## src/design/crcfr_pkg.sv

```systemverilog
// ----------------------------------------------------------------------------
// crcfr_pkg: shared constants and CRC helper for the frame receiver
// Frame geometry, CRC-16 constants, status and register codes.
// ----------------------------------------------------------------------------
package crcfr_pkg;

   // frame geometry
   localparam int FRAME_BYTES = 32;
   localparam int PAYLOAD_MAX = 27;
   localparam int OVERHEAD    = FRAME_BYTES - PAYLOAD_MAX;
   localparam int HDR_BYTES   = 3;

   localparam int POS_W  = $clog2(FRAME_BYTES + 1);
   localparam int CNT_W  = $clog2(PAYLOAD_MAX + 1);
   localparam int ST_AW  = (PAYLOAD_MAX > 1) ? $clog2(PAYLOAD_MAX) : 1;

   // reflected CRC-16, shift-right form
   localparam logic [15:0] CRC_INIT = 16'hFFFF;
   localparam logic [15:0] CRC_POLY = 16'd49061;

   // result status codes
   localparam logic [1:0] STATUS_OK      = 2'd0;
   localparam logic [1:0] STATUS_LEN_ERR = 2'd1;
   localparam logic [1:0] STATUS_CRC_ERR = 2'd2;

   // register indexes
   localparam int CSR_IDX_W = 2;
   localparam logic [CSR_IDX_W-1:0] CSR_DEVICE_ID = 2'd0;
   localparam logic [CSR_IDX_W-1:0] CSR_ACK_CODE  = 2'd1;
   localparam logic [CSR_IDX_W-1:0] CSR_NACK_CODE = 2'd2;

   // register reset values
   localparam logic [7:0] DEVICE_ID_RST = 8'd0;
   localparam logic [7:0] ACK_CODE_RST  = 8'd6;
   localparam logic [7:0] NACK_CODE_RST = 8'd21;

   // one byte of CRC update, eight bit steps
   function automatic logic [15:0] crc16_byte(input logic [15:0] crc,
                                              input logic [7:0]  data);
      logic [15:0] c;
      c = crc ^ {8'h00, data};
      for (int i = 0; i < 8; i++) begin
         c = c[0] ? ((c >> 1) ^ CRC_POLY) : (c >> 1);
      end
      return c;
   endfunction

endpackage

```

## src/design/crc16_frame_receiver_ack.sv

```systemverilog
// ----------------------------------------------------------------------------
// crc16_frame_receiver_ack: CRC-16 checked fixed-length frame receiver
// Collects frames byte by byte, checks length and CRC, then emits payload
// bytes of good frames and a status result with the acknowledge decision.
// ----------------------------------------------------------------------------
// Throughput: one byte per cycle while req_stall is low.
// Results: the closing byte of a frame starts a drain job, which loads the output register;
// results leave one per cycle while rsp_stall is low (up to PAYLOAD_MAX + 1 per frame).
// The last byte of a frame waits (req_stall) only while the previous frame's
// results are still draining from the output queue.
// Reset (synchronous): position 0, CRC 0xFFFF, headers 0, registers to their
// defaults; the payload store is not cleared.
module crc16_frame_receiver_ack (
   input  logic        clock,
   input  logic        reset,
   // byte requests
   input  logic        req_valid,
   output logic        req_stall,
   input  logic [7:0]  req_rx_byte,
   input  logic        req_resync,
   // results
   output logic        rsp_valid,
   input  logic        rsp_stall,
   output logic [7:0]  rsp_payload_byte,
   output logic        rsp_is_status,
   output logic [7:0]  rsp_frame_id,
   output logic [7:0]  rsp_frame_command,
   output logic [7:0]  rsp_frame_length,
   output logic [1:0]  rsp_status,
   output logic        rsp_send_reply,
   output logic [7:0]  rsp_reply_command,
   output logic [7:0]  rsp_reply_id,
   output logic        rsp_last,
   // register writes
   input  logic        csr_valid,
   output logic        csr_ready,
   input  logic [crcfr_pkg::CSR_IDX_W-1:0] csr_index,
   input  logic [7:0]  csr_wdata
);

   localparam int POS_W = crcfr_pkg::POS_W;
   localparam int CNT_W = crcfr_pkg::CNT_W;
   localparam int ST_AW = crcfr_pkg::ST_AW;
   localparam int PMAX  = crcfr_pkg::PAYLOAD_MAX;

   // registers
   logic [7:0] device_id_ff, ack_code_ff, nack_code_ff;

   // receive state
   logic [POS_W-1:0] pos_ff, pos_in;
   logic [15:0]      crc_ff, crc_in;
   logic [7:0]       hdr_id_ff, hdr_id_in;
   logic [7:0]       hdr_cmd_ff, hdr_cmd_in;
   logic [7:0]       hdr_len_ff, hdr_len_in;
   logic [7:0]       crc_lo_ff, crc_lo_in;
   logic [7:0]       store_ff [PMAX];

   // drain job and output queue
   logic             job_active_ff, job_active_in;
   logic [CNT_W-1:0] job_count_ff, job_count_in;
   logic [1:0]       job_status_ff, job_status_in;
   logic [7:0]       job_id_ff, job_id_in;
   logic [7:0]       job_cmd_ff, job_cmd_in;
   logic [7:0]       job_len_ff, job_len_in;
   logic [7:0]       queue_ff [PMAX];
   logic [7:0]       queue_in [PMAX];

   // output register
   logic       rsp_valid_ff, rsp_valid_in;
   logic [7:0] rsp_payload_ff, rsp_payload_in;
   logic       rsp_is_status_ff, rsp_is_status_in;
   logic [7:0] rsp_id_ff, rsp_id_in;
   logic [7:0] rsp_cmd_ff, rsp_cmd_in;
   logic [7:0] rsp_len_ff, rsp_len_in;
   logic [1:0] rsp_status_ff, rsp_status_in;
   logic       rsp_reply_ff, rsp_reply_in;
   logic [7:0] rsp_rcmd_ff, rsp_rcmd_in;
   logic [7:0] rsp_rid_ff, rsp_rid_in;
   logic       rsp_last_ff, rsp_last_in;

   // per-byte decode
   logic [POS_W-1:0] pos_eff;
   logic [POS_W-1:0] st_off;
   logic [15:0]      crc_cur;
   logic             is_last;
   logic             in_go;
   logic             crc_byte;
   logic             store_wr;
   logic             len_bad;
   logic             crc_bad;
   logic             drain_go;

   // register port: always ready
   assign csr_ready = 1'b1;

   always_ff @(posedge clock) begin
      if (reset) begin
         device_id_ff <= crcfr_pkg::DEVICE_ID_RST;
         ack_code_ff  <= crcfr_pkg::ACK_CODE_RST;
         nack_code_ff <= crcfr_pkg::NACK_CODE_RST;
      end else if (csr_valid && csr_ready) begin
         unique case (csr_index)
            crcfr_pkg::CSR_DEVICE_ID: device_id_ff <= csr_wdata;
            crcfr_pkg::CSR_ACK_CODE:  ack_code_ff  <= csr_wdata;
            crcfr_pkg::CSR_NACK_CODE: nack_code_ff <= csr_wdata;
            default: ;
         endcase
      end
   end

   // byte position decode; a stray position counts as the first byte
   always_comb begin
      pos_eff = (req_resync || (pos_ff >= POS_W'(crcfr_pkg::FRAME_BYTES)))
                ? '0 : pos_ff;
      is_last  = (pos_eff == POS_W'(crcfr_pkg::FRAME_BYTES - 1));
      crc_cur  = (pos_eff == '0) ? crcfr_pkg::CRC_INIT : crc_ff;
      crc_byte = ((pos_eff + POS_W'(2)) < POS_W'(crcfr_pkg::FRAME_BYTES));
      st_off   = pos_eff - POS_W'(crcfr_pkg::HDR_BYTES);
      store_wr = crc_byte && (pos_eff >= POS_W'(crcfr_pkg::HDR_BYTES))
                 && (st_off < POS_W'(PMAX));
      len_bad  = (hdr_len_ff <= 8'(crcfr_pkg::OVERHEAD))
                 || (hdr_len_ff > 8'(PMAX));
      crc_bad  = ({req_rx_byte, crc_lo_ff} != crc_cur);
   end

   // the closing byte waits until the previous frame has drained
   assign req_stall = is_last && job_active_ff;
   assign in_go     = req_valid && !req_stall;

   // receive state next values
   always_comb begin
      pos_in     = pos_ff;
      crc_in     = crc_ff;
      hdr_id_in  = hdr_id_ff;
      hdr_cmd_in = hdr_cmd_ff;
      hdr_len_in = hdr_len_ff;
      crc_lo_in  = crc_lo_ff;
      if (in_go) begin
         if (pos_eff == POS_W'(0)) hdr_id_in  = req_rx_byte;
         if (pos_eff == POS_W'(1)) hdr_cmd_in = req_rx_byte;
         if (pos_eff == POS_W'(2)) hdr_len_in = req_rx_byte;
         if (crc_byte) begin
            crc_in = crcfr_pkg::crc16_byte(crc_cur, req_rx_byte);
         end else if (pos_eff == POS_W'(crcfr_pkg::FRAME_BYTES - 2)) begin
            crc_lo_in = req_rx_byte;
         end
         if (is_last) begin
            pos_in = '0;
            crc_in = crcfr_pkg::CRC_INIT;
         end else begin
            pos_in = pos_eff + POS_W'(1);
         end
      end
   end

   always_ff @(posedge clock) begin
      if (reset) begin
         pos_ff     <= '0;
         crc_ff     <= crcfr_pkg::CRC_INIT;
         hdr_id_ff  <= '0;
         hdr_cmd_ff <= '0;
         hdr_len_ff <= '0;
         crc_lo_ff  <= '0;
      end else begin
         pos_ff     <= pos_in;
         crc_ff     <= crc_in;
         hdr_id_ff  <= hdr_id_in;
         hdr_cmd_ff <= hdr_cmd_in;
         hdr_len_ff <= hdr_len_in;
         crc_lo_ff  <= crc_lo_in;
      end
   end

   // payload store
   always_ff @(posedge clock) begin
      if (in_go && store_wr) begin
         store_ff[st_off[ST_AW-1:0]] <= req_rx_byte;
      end
   end

   // drain advances when the output register is free or being taken
   assign drain_go = job_active_ff && (!rsp_valid_ff || !rsp_stall);

   // job start on the closing byte, drain one result per step
   always_comb begin
      job_active_in = job_active_ff;
      job_count_in  = job_count_ff;
      job_status_in = job_status_ff;
      job_id_in     = job_id_ff;
      job_cmd_in    = job_cmd_ff;
      job_len_in    = job_len_ff;
      queue_in      = queue_ff;
      if (in_go && is_last) begin
         job_active_in = 1'b1;
         job_id_in     = hdr_id_ff;
         job_cmd_in    = hdr_cmd_ff;
         job_len_in    = hdr_len_ff;
         queue_in      = store_ff;
         job_count_in  = '0;
         if (len_bad) begin
            job_status_in = crcfr_pkg::STATUS_LEN_ERR;
         end else if (crc_bad) begin
            job_status_in = crcfr_pkg::STATUS_CRC_ERR;
         end else begin
            job_status_in = crcfr_pkg::STATUS_OK;
            job_count_in  = hdr_len_ff[CNT_W-1:0];
         end
      end else if (drain_go) begin
         if (job_count_ff != '0) begin
            job_count_in = job_count_ff - CNT_W'(1);
            for (int i = 0; i < PMAX - 1; i++) begin
               queue_in[i] = queue_ff[i + 1];
            end
         end else begin
            job_active_in = 1'b0;
         end
      end
   end

   always_ff @(posedge clock) begin
      if (reset) begin
         job_active_ff <= 1'b0;
         job_count_ff  <= '0;
      end else begin
         job_active_ff <= job_active_in;
         job_count_ff  <= job_count_in;
      end
   end

   always_ff @(posedge clock) begin
      job_status_ff <= job_status_in;
      job_id_ff     <= job_id_in;
      job_cmd_ff    <= job_cmd_in;
      job_len_ff    <= job_len_in;
      queue_ff      <= queue_in;
   end

   // output register load
   always_comb begin
      rsp_valid_in     = rsp_valid_ff && rsp_stall;
      rsp_payload_in   = rsp_payload_ff;
      rsp_is_status_in = rsp_is_status_ff;
      rsp_id_in        = rsp_id_ff;
      rsp_cmd_in       = rsp_cmd_ff;
      rsp_len_in       = rsp_len_ff;
      rsp_status_in    = rsp_status_ff;
      rsp_reply_in     = rsp_reply_ff;
      rsp_rcmd_in      = rsp_rcmd_ff;
      rsp_rid_in       = rsp_rid_ff;
      rsp_last_in      = rsp_last_ff;
      if (drain_go) begin
         rsp_valid_in = 1'b1;
         if (job_count_ff != '0) begin
            // payload byte
            rsp_payload_in   = queue_ff[0];
            rsp_is_status_in = 1'b0;
            rsp_id_in        = '0;
            rsp_cmd_in       = '0;
            rsp_len_in       = '0;
            rsp_status_in    = crcfr_pkg::STATUS_OK;
            rsp_reply_in     = 1'b0;
            rsp_rcmd_in      = '0;
            rsp_rid_in       = '0;
            rsp_last_in      = 1'b0;
         end else begin
            // frame status
            rsp_payload_in   = '0;
            rsp_is_status_in = 1'b1;
            rsp_id_in        = job_id_ff;
            rsp_cmd_in       = job_cmd_ff;
            rsp_len_in       = job_len_ff;
            rsp_status_in    = job_status_ff;
            rsp_reply_in     = (job_status_ff != crcfr_pkg::STATUS_LEN_ERR);
            rsp_rid_in       = rsp_reply_in ? device_id_ff : '0;
            rsp_last_in      = 1'b1;
            case (job_status_ff)
               crcfr_pkg::STATUS_OK:      rsp_rcmd_in = ack_code_ff;
               crcfr_pkg::STATUS_CRC_ERR: rsp_rcmd_in = nack_code_ff;
               default:                   rsp_rcmd_in = '0;
            endcase
         end
      end
   end

   always_ff @(posedge clock) begin
      if (reset) begin
         rsp_valid_ff <= 1'b0;
      end else begin
         rsp_valid_ff <= rsp_valid_in;
      end
   end

   always_ff @(posedge clock) begin
      rsp_payload_ff   <= rsp_payload_in;
      rsp_is_status_ff <= rsp_is_status_in;
      rsp_id_ff        <= rsp_id_in;
      rsp_cmd_ff       <= rsp_cmd_in;
      rsp_len_ff       <= rsp_len_in;
      rsp_status_ff    <= rsp_status_in;
      rsp_reply_ff     <= rsp_reply_in;
      rsp_rcmd_ff      <= rsp_rcmd_in;
      rsp_rid_ff       <= rsp_rid_in;
      rsp_last_ff      <= rsp_last_in;
   end

   assign rsp_valid         = rsp_valid_ff;
   assign rsp_payload_byte  = rsp_payload_ff;
   assign rsp_is_status     = rsp_is_status_ff;
   assign rsp_frame_id      = rsp_id_ff;
   assign rsp_frame_command = rsp_cmd_ff;
   assign rsp_frame_length  = rsp_len_ff;
   assign rsp_status        = rsp_status_ff;
   assign rsp_send_reply    = rsp_reply_ff;
   assign rsp_reply_command = rsp_rcmd_ff;
   assign rsp_reply_id      = rsp_rid_ff;
   assign rsp_last          = rsp_last_ff;

   // checks
   a_stall_only_on_busy: assert property (@(posedge clock) disable iff (reset)
      !job_active_ff |-> !req_stall)
      else $error("input stalled with no pending results");

   a_count_in_range: assert property (@(posedge clock) disable iff (reset)
      job_active_ff |-> (job_count_ff <= CNT_W'(PMAX)))
      else $error("drain count beyond payload limit");

   a_frame_end_rewinds: assert property (@(posedge clock) disable iff (reset)
      (in_go && is_last) |=> (pos_ff == '0 && crc_ff == crcfr_pkg::CRC_INIT
                               && job_active_ff))
      else $error("frame end did not rewind position and start a job");

   a_status_ends_job: assert property (@(posedge clock) disable iff (reset)
      (drain_go && job_count_ff == '0) |=> (!job_active_ff && rsp_valid_ff
                                            && rsp_last_ff))
      else $error("status result did not close the job");

endmodule
```

## config.mk

```make
export PLATFORM = sky130hd
export DESIGN_NAME = crc16_frame_receiver_ack
export DESIGN_NICKNAME = d
export VERILOG_FILES = /design/src/design/crcfr_pkg.sv /design/src/design/crc16_frame_receiver_ack.sv
export SDC_FILE = /design/constraint.sdc
export NUM_CORES = 1
export LEC_CHECK = 0
export BUFFER_PORTS_ARGS = -buffer_cell sky130_fd_sc_hd__buf_2
export CAP_MARGIN = 20
export CORE_MARGIN = 3
export CORE_UTILIZATION = 50
export CTS_CLUSTER_DIAMETER = 60
export CTS_CLUSTER_SIZE = 30
export DETAILED_ROUTE_END_ITERATION = 8
export GPL_TIMING_DRIVEN = 0
export PLACE_DENSITY = 0.74
export REMOVE_ABC_BUFFERS = 1
export SLEW_MARGIN = 20
export SYNTH_ARGS = -nofsm -noshare
export SYNTH_HDL_FRONTEND = slang
export SYNTH_SLANG_ARGS = --single-unit
```

## constraint.sdc

```tcl
create_clock -name clock -period 35.4 [get_ports clock]
set_input_delay 3.54 -clock clock [delete_from_list [all_inputs] [get_ports clock]]
set_output_delay 3.54 -clock clock [all_outputs]
set_load 0.005 [all_outputs]
```

==> results of run 1 <==
==> per-layer routing <==
metal  vias up  global-route usage
met5         -                   0
met4         0              0.0454
met3        68              0.0252
met2       247               0.276
met1      5758               0.215
li1       5267                   -
==> state kept, by name, indices dropped and copies added, names as in the netlist, 2 cells and up <==
signal,cells
rsp_reply_command,8
crc_ff,16
ack_code_ff,8
rsp_status,2
job_cmd_ff,8
hdr_id_ff,8
crc_lo_ff,8
rsp_frame_length,8
queue_ff,216
nack_code_ff,8
job_count_ff,5
job_len_ff,8
job_id_ff,8
hdr_len_ff,8
pos_ff,6
rsp_reply_id,8
device_id_ff,8
store_ff,216
job_status_ff,2
rsp_payload_byte,8
rsp_frame_id,8
rsp_frame_command,8
hdr_cmd_ff,8
==> kinds of logic (layout without fill, tap and decap cells) <==
| kind of cell | count (synthesis) | in the layout | share of synthesized area |
|---|---|---|---|
| multiplexers | 265 | 265 | 0.125 |
| XOR/XNOR | 87 | 87 | 0.0399 |
| buffers and inverters | 84 | 165 | 0.0162 |
| AND/OR/NAND/NOR | 270 | 270 | 0.0580 |
| flip-flops | 595 | 595 | 0.732 |
| other | 1 | 3 | 0.000161 |
| AO/OA/AOI/OAI | 77 | 77 | 0.0253 |
| adder cells (fa/ha/maj) | 5 | 5 | 0.00269 |
==> worst max-delay path: stages <==
cell	delay (ns)
buf_2	0.13
nor2_1	0.53
nand2_1	0.28
inv_1	0.15
ha_1	0.44
and3_1	0.28
nand3_1	0.18
nor2_1	0.29
buf_2	0.17
==> final timing paths <==
check / from / endpoint / slack [ns] / cells after the start
setup reg to reg: pos_ff[5] / queue_ff[170] / 30.49 / 11
hold / removal: store_ff[6] / queue_ff[6] / 0.43 / 0
hold reg to reg: store_ff[6] / queue_ff[6] / 0.43 / 0
setup / recovery: req_resync / req_stall / 25.85 / 9
==> cell usage in the layout, fill, tap and decap left out, types with 3 or more instances in the layout <==
master | netlist | final
edfxtp_1 | 510 | 510
mux2_2 | 179 | 179
nor2_1 | 124 | 123
dfxtp_1 | 85 | 85
buf_2 | 31 | 77
mux2i_1 | 57 | 57
xnor2_1 | 50 | 50
nand2_1 | 36 | 36
and2_1 | 35 | 35
clkbuf_16 | 0 | 31
mux2_1 | 29 | 29
xor2_1 | 25 | 25
nand3_1 | 16 | 16
buf_16 | 0 | 14
a2bb2oi_1 | 13 | 13
a21oi_1 | 12 | 12
o31ai_1 | 11 | 11
inv_1 | 11 | 10
nor2b_1 | 10 | 10
a32oi_1 | 9 | 9
and3_1 | 8 | 8
nor3_1 | 12 | 7
xnor3_1 | 7 | 7
or4bb_1 | 7 | 7
a211o_1 | 6 | 6
inv_8 | 0 | 5
nand4_1 | 5 | 5
nor3_2 | 0 | 5
a211oi_1 | 6 | 5
ha_1 | 5 | 5
clkinv_1 | 0 | 5
clkinv_2 | 0 | 4
o21bai_1 | 3 | 3
or3_1 | 3 | 3
o21ai_1 | 4 | 3
inv_6 | 0 | 3
==> cell type report <==
class                   instances  area (um^2)
repair buffers                 95          817
clock inverters                27          288
clock buffers                  31          776
multi-input cells             705         5890
flip-flops and latches        595        17000
inverters                      12         52.6
well taps                     600          751
diodes                          2         5.00
fillers                      3504        20100
==> through the flow <==
| stage | area, um^2 | cells | setup WS (ns) |
|---|---|---|---|
| 6_report | 25600 | 2067 | 25.85 |
| 4_1_cts | 25600 | 2065 | 25.87 |
| 3_5_place_dp | 24500 | 2007 | 25.88 |
| 2_1_floorplan | 22900 | 1312 | 21.13 |
| 3_3_place_gp | 24000 | 1990 | 16.24 |
| 5_1_grt | 25600 | 2067 | 25.60 |
==> power by group <==
part,switching (W),leakage (nW),total (W),internal (W)
clock,0.000226,0.515,0.000411,0.000185
sequential,0.0000191,5.28,0.000781,0.000762
combinational,0.0000537,2.78,0.000118,0.0000646
==> flow_summary.json, run 1 <==
{
  "critical_path_required_ns": 31.86,
  "synth-warning-count": 0,
  "grt_pass1_vias": 11800,
  "h-tree-depth": 1,
  "nets": 1469,
  "routedWlPerCell_um": 19.3,
  "avgSynthCellArea_um2": 16.8,
  "numClockSinks": 595,
  "grt_pass1_wl_um": 64300,
  "drt_iter0_drc": 821,
  "yosys.area.top_type_share": 0.659,
  "dieArea_um2": 49100,
  "hp-class": "reg -> reg",
  "power_w": 0.00131,
  "fin_util": 0.560,
  "grt_antenna_before_repair": 2,
  "p_per_area_nw_per_um2": 51.2,
  "core.rowCount": 78,
  "synth-main-ff-cell": "edfxtp_1",
  "skew_ns": 0.0191,
  "slew-limit-headroom": 0.344,
  "outcome": "finished clean",
  "cts_tree": "yes",
  "route.met2.wl_um": 19700,
  "route.detailed.drc": 0,
  "io_pins": 80,
  "initial_core_util": 0.509,
  "cp-start-kind": "input port",
  "wl_met1_um": 17500,
  "synth_edf_count": 510,
  "numPortBuffers": 78,
  "clockRootBuffer": "clkbuf_16",
  "final_min_period_over_clock_period": 0.270,
  "seq_area_frac_synth": 0.732,
  "hold_viol_final": 0,
  "cts_buffer_depth": 3,
  "top_layer": "met4",
  "drt-total-wl_um": 39800,
  "clk_latency_ns": 0.60,
  "yosysMostFrequentCell": "edfxtp_1",
  "synth_area_leaders": "edfxtp_1 66%, mux2_2 8.7%, dfxtp_1 7.3%",
  "fmax_mhz": 105,
  "vias_per_cell": 5.49,
  "die_h_um": 222,
  "cts_made_buffers": 31,
  "synth_area_um2": 23200,
  "grt_max_degree": 104,
  "drive_above_1_share": 0.238,
  "end_kind": "output pin",
  "grt_use_total": 0.161,
  "ant_nets": 0,
  "fp.dieW_um": 222,
  "cts_resized": 0,
  "routed-wl-met3_um": 1630,
  "firstDrtPassIters": 7,
  "area_growth_pct": 10.2,
  "fin_hold_ws_ns": 0.431,
  "crit_arrival_ns": 6.01,
  "netlist_instances": 1384,
  "setup_violations": 0,
  "worst-path-max-fanout": 12,
  "core_um2": 45700,
  "peakVddDrop_uv": 44.5,
  "hold_buffers": 0,
  "hpwl_um": 24100,
  "grt_overflow": 0,
  "rsz0062_at_grt": "false",
  "gp_congestion": 0.780,
  "synth_cell_types": 59,
  "clk_pin_slew_ns": 0.09,
  "async_flop_share": 0,
  "tightest_slew_ns": 0.984,
  "cts_setup_buffers": 0,
  "path_class": "in -> out",
  "slew_violations": 0,
  "power.leakage_nw": 8.58,
  "via_count": 11300,
  "synth_top_cell_by_area": "edfxtp_1",
  "fin_crit_ns": 9.55,
  "synth.ff_latch_count": 595,
  "ys_top_cells_by_count": "510 x edfxtp_1, 179 x mux2_2, 124 x nor2_1",
  "finalSetupTns_ns": 0,
  "max_cap_viol_count": 0
}
No activity file was read; power rests on OpenSTA's default activity.
==> run 2, diff against run 1 <==
--- a/config.mk
+++ b/config.mk
@@ -13,7 +13,7 @@
 export CTS_CLUSTER_SIZE = 30
 export DETAILED_ROUTE_END_ITERATION = 8
 export GPL_TIMING_DRIVEN = 0
-export PLACE_DENSITY = 0.74
+export PLACE_DENSITY = 0.77
 export REMOVE_ABC_BUFFERS = 1
 export SLEW_MARGIN = 20
 export SYNTH_ARGS = -nofsm -noshare
==> constraint.sdc (replaced) <==
create_clock -name clock -period 8.2 [get_ports clock]
set_input_delay 0.82 -clock clock [delete_from_list [all_inputs] [get_ports clock]]
set_output_delay 0.82 -clock clock [all_outputs]
set_load 0.005 [all_outputs]
==> run 2 against run 1 <==
Effect of this change:
- sequential share of layout area down 0.43 points
- global-route usage down 0.29 points
- sequential cell count unchanged
- via count up 0.49%
- power rose to 4.4 times the previous value
- clock-buffer cell count up 7
- clock power rose to 4.7 times the previous value
- combinational power rose to 4.3 times the previous value
- sequential power rose to 4.3 times the previous value
- first-iteration DRC count up 15%
- cell count up 0.19%
- largest power group unchanged
==> flow_summary.json, run 2 (synthesized netlist as in run 1, its figures left out) <==
{
  "fp.dieW_um": 222,
  "hp-class": "reg -> reg",
  "grt_overflow": 0,
  "r2r-end": "queue_ff[45]",
  "setup_ws_ns": 3.35,
  "route.detailed.drc": 0,
  "skew_ns": 0.0254,
  "slew-limit-headroom": 0.343,
  "area_growth_pct": 10.9,
  "fmax_mhz": 206,
  "initial_core_util": 0.509,
  "clk_latency_ns": 0.55,
  "p_per_area_nw_per_um2": 226,
  "crit_family": "simple AND/OR/NAND/NOR gates",
  "core.rowCount": 78,
  "stdcell_count": 2071,
  "hold_viol_final": 0,
  "grt_pass1_wl_um": 63300,
  "worstRegToRegCells": 11,
  "ant_nets": 0,
  "cts_made_buffers": 34,
  "cp_slowest_stage_delay_ns": 0.55,
  "cts_setup_buffers": 0,
  "hpwl_um": 24200,
  "crit_arrival_ns": 5.16,
  "path_class": "in -> reg",
  "tightest_slew_ns": 0.980,
  "power.leakage_nw": 8.66,
  "firstDrtPassIters": 8,
  "nets": 1473,
  "crit_end": "queue_ff[45]",
  "peakVddDrop_uv": 180,
  "stdcell_area_um2": 25800,
  "mostFrequentLayoutCells": "510 x edfxtp_1, 179 x mux2_2, 123 x nor2_1, 85 x dfxtp_1, 77 x buf_2",
  "vias_per_cell": 5.50,
  "cts_resized": 0,
  "grt_max_degree": 102,
  "critPathLaunch": "req_resync",
  "routedWlPerCell_um": 19.0,
  "cts_buffer_depth": 3,
  "grt_pass1_vias": 11700,
  "numClockSinks": 595,
  "clockRootBuffer": "clkbuf_16",
  "setup_violations": 0,
  "crit_slowest_cell": "inv_8",
  "final_common_cell": "edfxtp_1",
  "via_count": 11400,
  "grt_antenna_before_repair": 2,
  "drive_above_1_share": 0.242,
  "numPortBuffers": 78,
  "clk_pin_slew_ns": 0.10,
  "critical_path_required_ns": 8.50,
  "fin_crit_ns": 4.85,
  "max_cap_viol_count": 0,
  "finalSetupTns_ns": 0,
  "r2r_setup_slack_ns": 3.37,
  "cp.depth": 12,
  "place_ws_ns": 2.81,
  "rr_startpoint": "pos_ff[5]",
  "rsz0062_at_grt": "false",
  "fill_cells": 3394,
  "dieArea_um2": 49100,
  "final_min_period_over_clock_period": 0.592,
  "cts_tree": "yes",
  "drt-total-wl_um": 39300,
  "worst-path-max-fanout": 101,
  "h-tree-depth": 2,
  "path_buf_inv": 5,
  "io_pins": 80,
  "slew_violations": 0,
  "end_kind": "flip-flop",
  "gp_congestion": 0.826,
  "core_um2": 45700,
  "crit_chain": "buf_2 > nor2_1 > nand2_1 > inv_1 > ha_1 > and3_1 > and3_1 > nand3_1 > inv_8 > buf_16 > buf_16 > mux2_2",
  "drt_iter0_drc": 946,
  "outcome": "finished clean",
  "hold_buffers": 0,
  "placed_area_um2": 24500,
  "power_w": 0.00582,
  "grt_use_total": 0.158,
  "place_inst": 2008,
  "cp-start-kind": "input port",
  "die_h_um": 222
}
==> run 2: cell count changes in the layout (fill, tap and decap cells not counted), sizes merged <==
cell | previous run | this run
clkbuf | 31 | 38
clkinvlp | 3 | 0
clkinv | 13 | 7
inv | 21 | 28
bufinv | 2 | 0
buf | 95 | 96
==> run 2: worst reg2reg max path: cells and delay by family (launching register included) <==
kind                     cells  cell delay [ns]
buffers and inverters        4             1.49
adder cells (fa/ha/maj)      1             0.41
AND/OR/NAND/NOR              5             1.78
multiplexers                 1             0.55
flip-flops                   1             0.36
==> run 2: routing by layer <==
layer  part of all wire  global-route usage  routed length, um  vias up
li1                   -                   -                  -     5292
met2               0.50               0.273              19700      271
met5                  0                   0                  0        -
met1               0.43               0.212              17000     5785
met3              0.047              0.0236               1850       47
met4              0.018              0.0405                700        0
==> run 2: how the worst min path moves through the flow <==
stage               depth (start not counted)         from  slack, ns     endpoint
finish                                      0  store_ff[7]       0.42  queue_ff[7]
global route                                0  store_ff[7]       0.43  queue_ff[7]
CTS                                         0  store_ff[7]       0.43  queue_ff[7]
detailed placement                          0  store_ff[2]       0.41  queue_ff[2]
global placement                            0  store_ff[3]       0.40  queue_ff[3]
floorplan                                   0  store_ff[0]       0.40  queue_ff[0]
==> run 2: area by class of cell <==
class                   count  area, um^2  area share
clock buffers              38         918      0.0356
well taps                 600         751      0.0291
multi-input cells         705        5890       0.229
repair buffers             96         828      0.0321
clock inverters            23         304      0.0118
inverters                  12        52.6     0.00204
diodes                      2        5.00    0.000194
flip-flops and latches    595       17000       0.660
==> run 2: per-stage QoR <==
step	hold WS, ns	util
finish	0.417	0.564
global route	0.432	0.564
CTS	0.425	0.564
detailed placement	0.406	0.537
global placement	0.400	0.526
floorplan	0.400	-
==> run 2: power breakdown <==
part	internal (W)	leakage (nW)	switching, W
registers	0.00329	5.28	0.0000794
logic	0.000279	2.78	0.000230
clock network	0.000890	0.596	0.00105
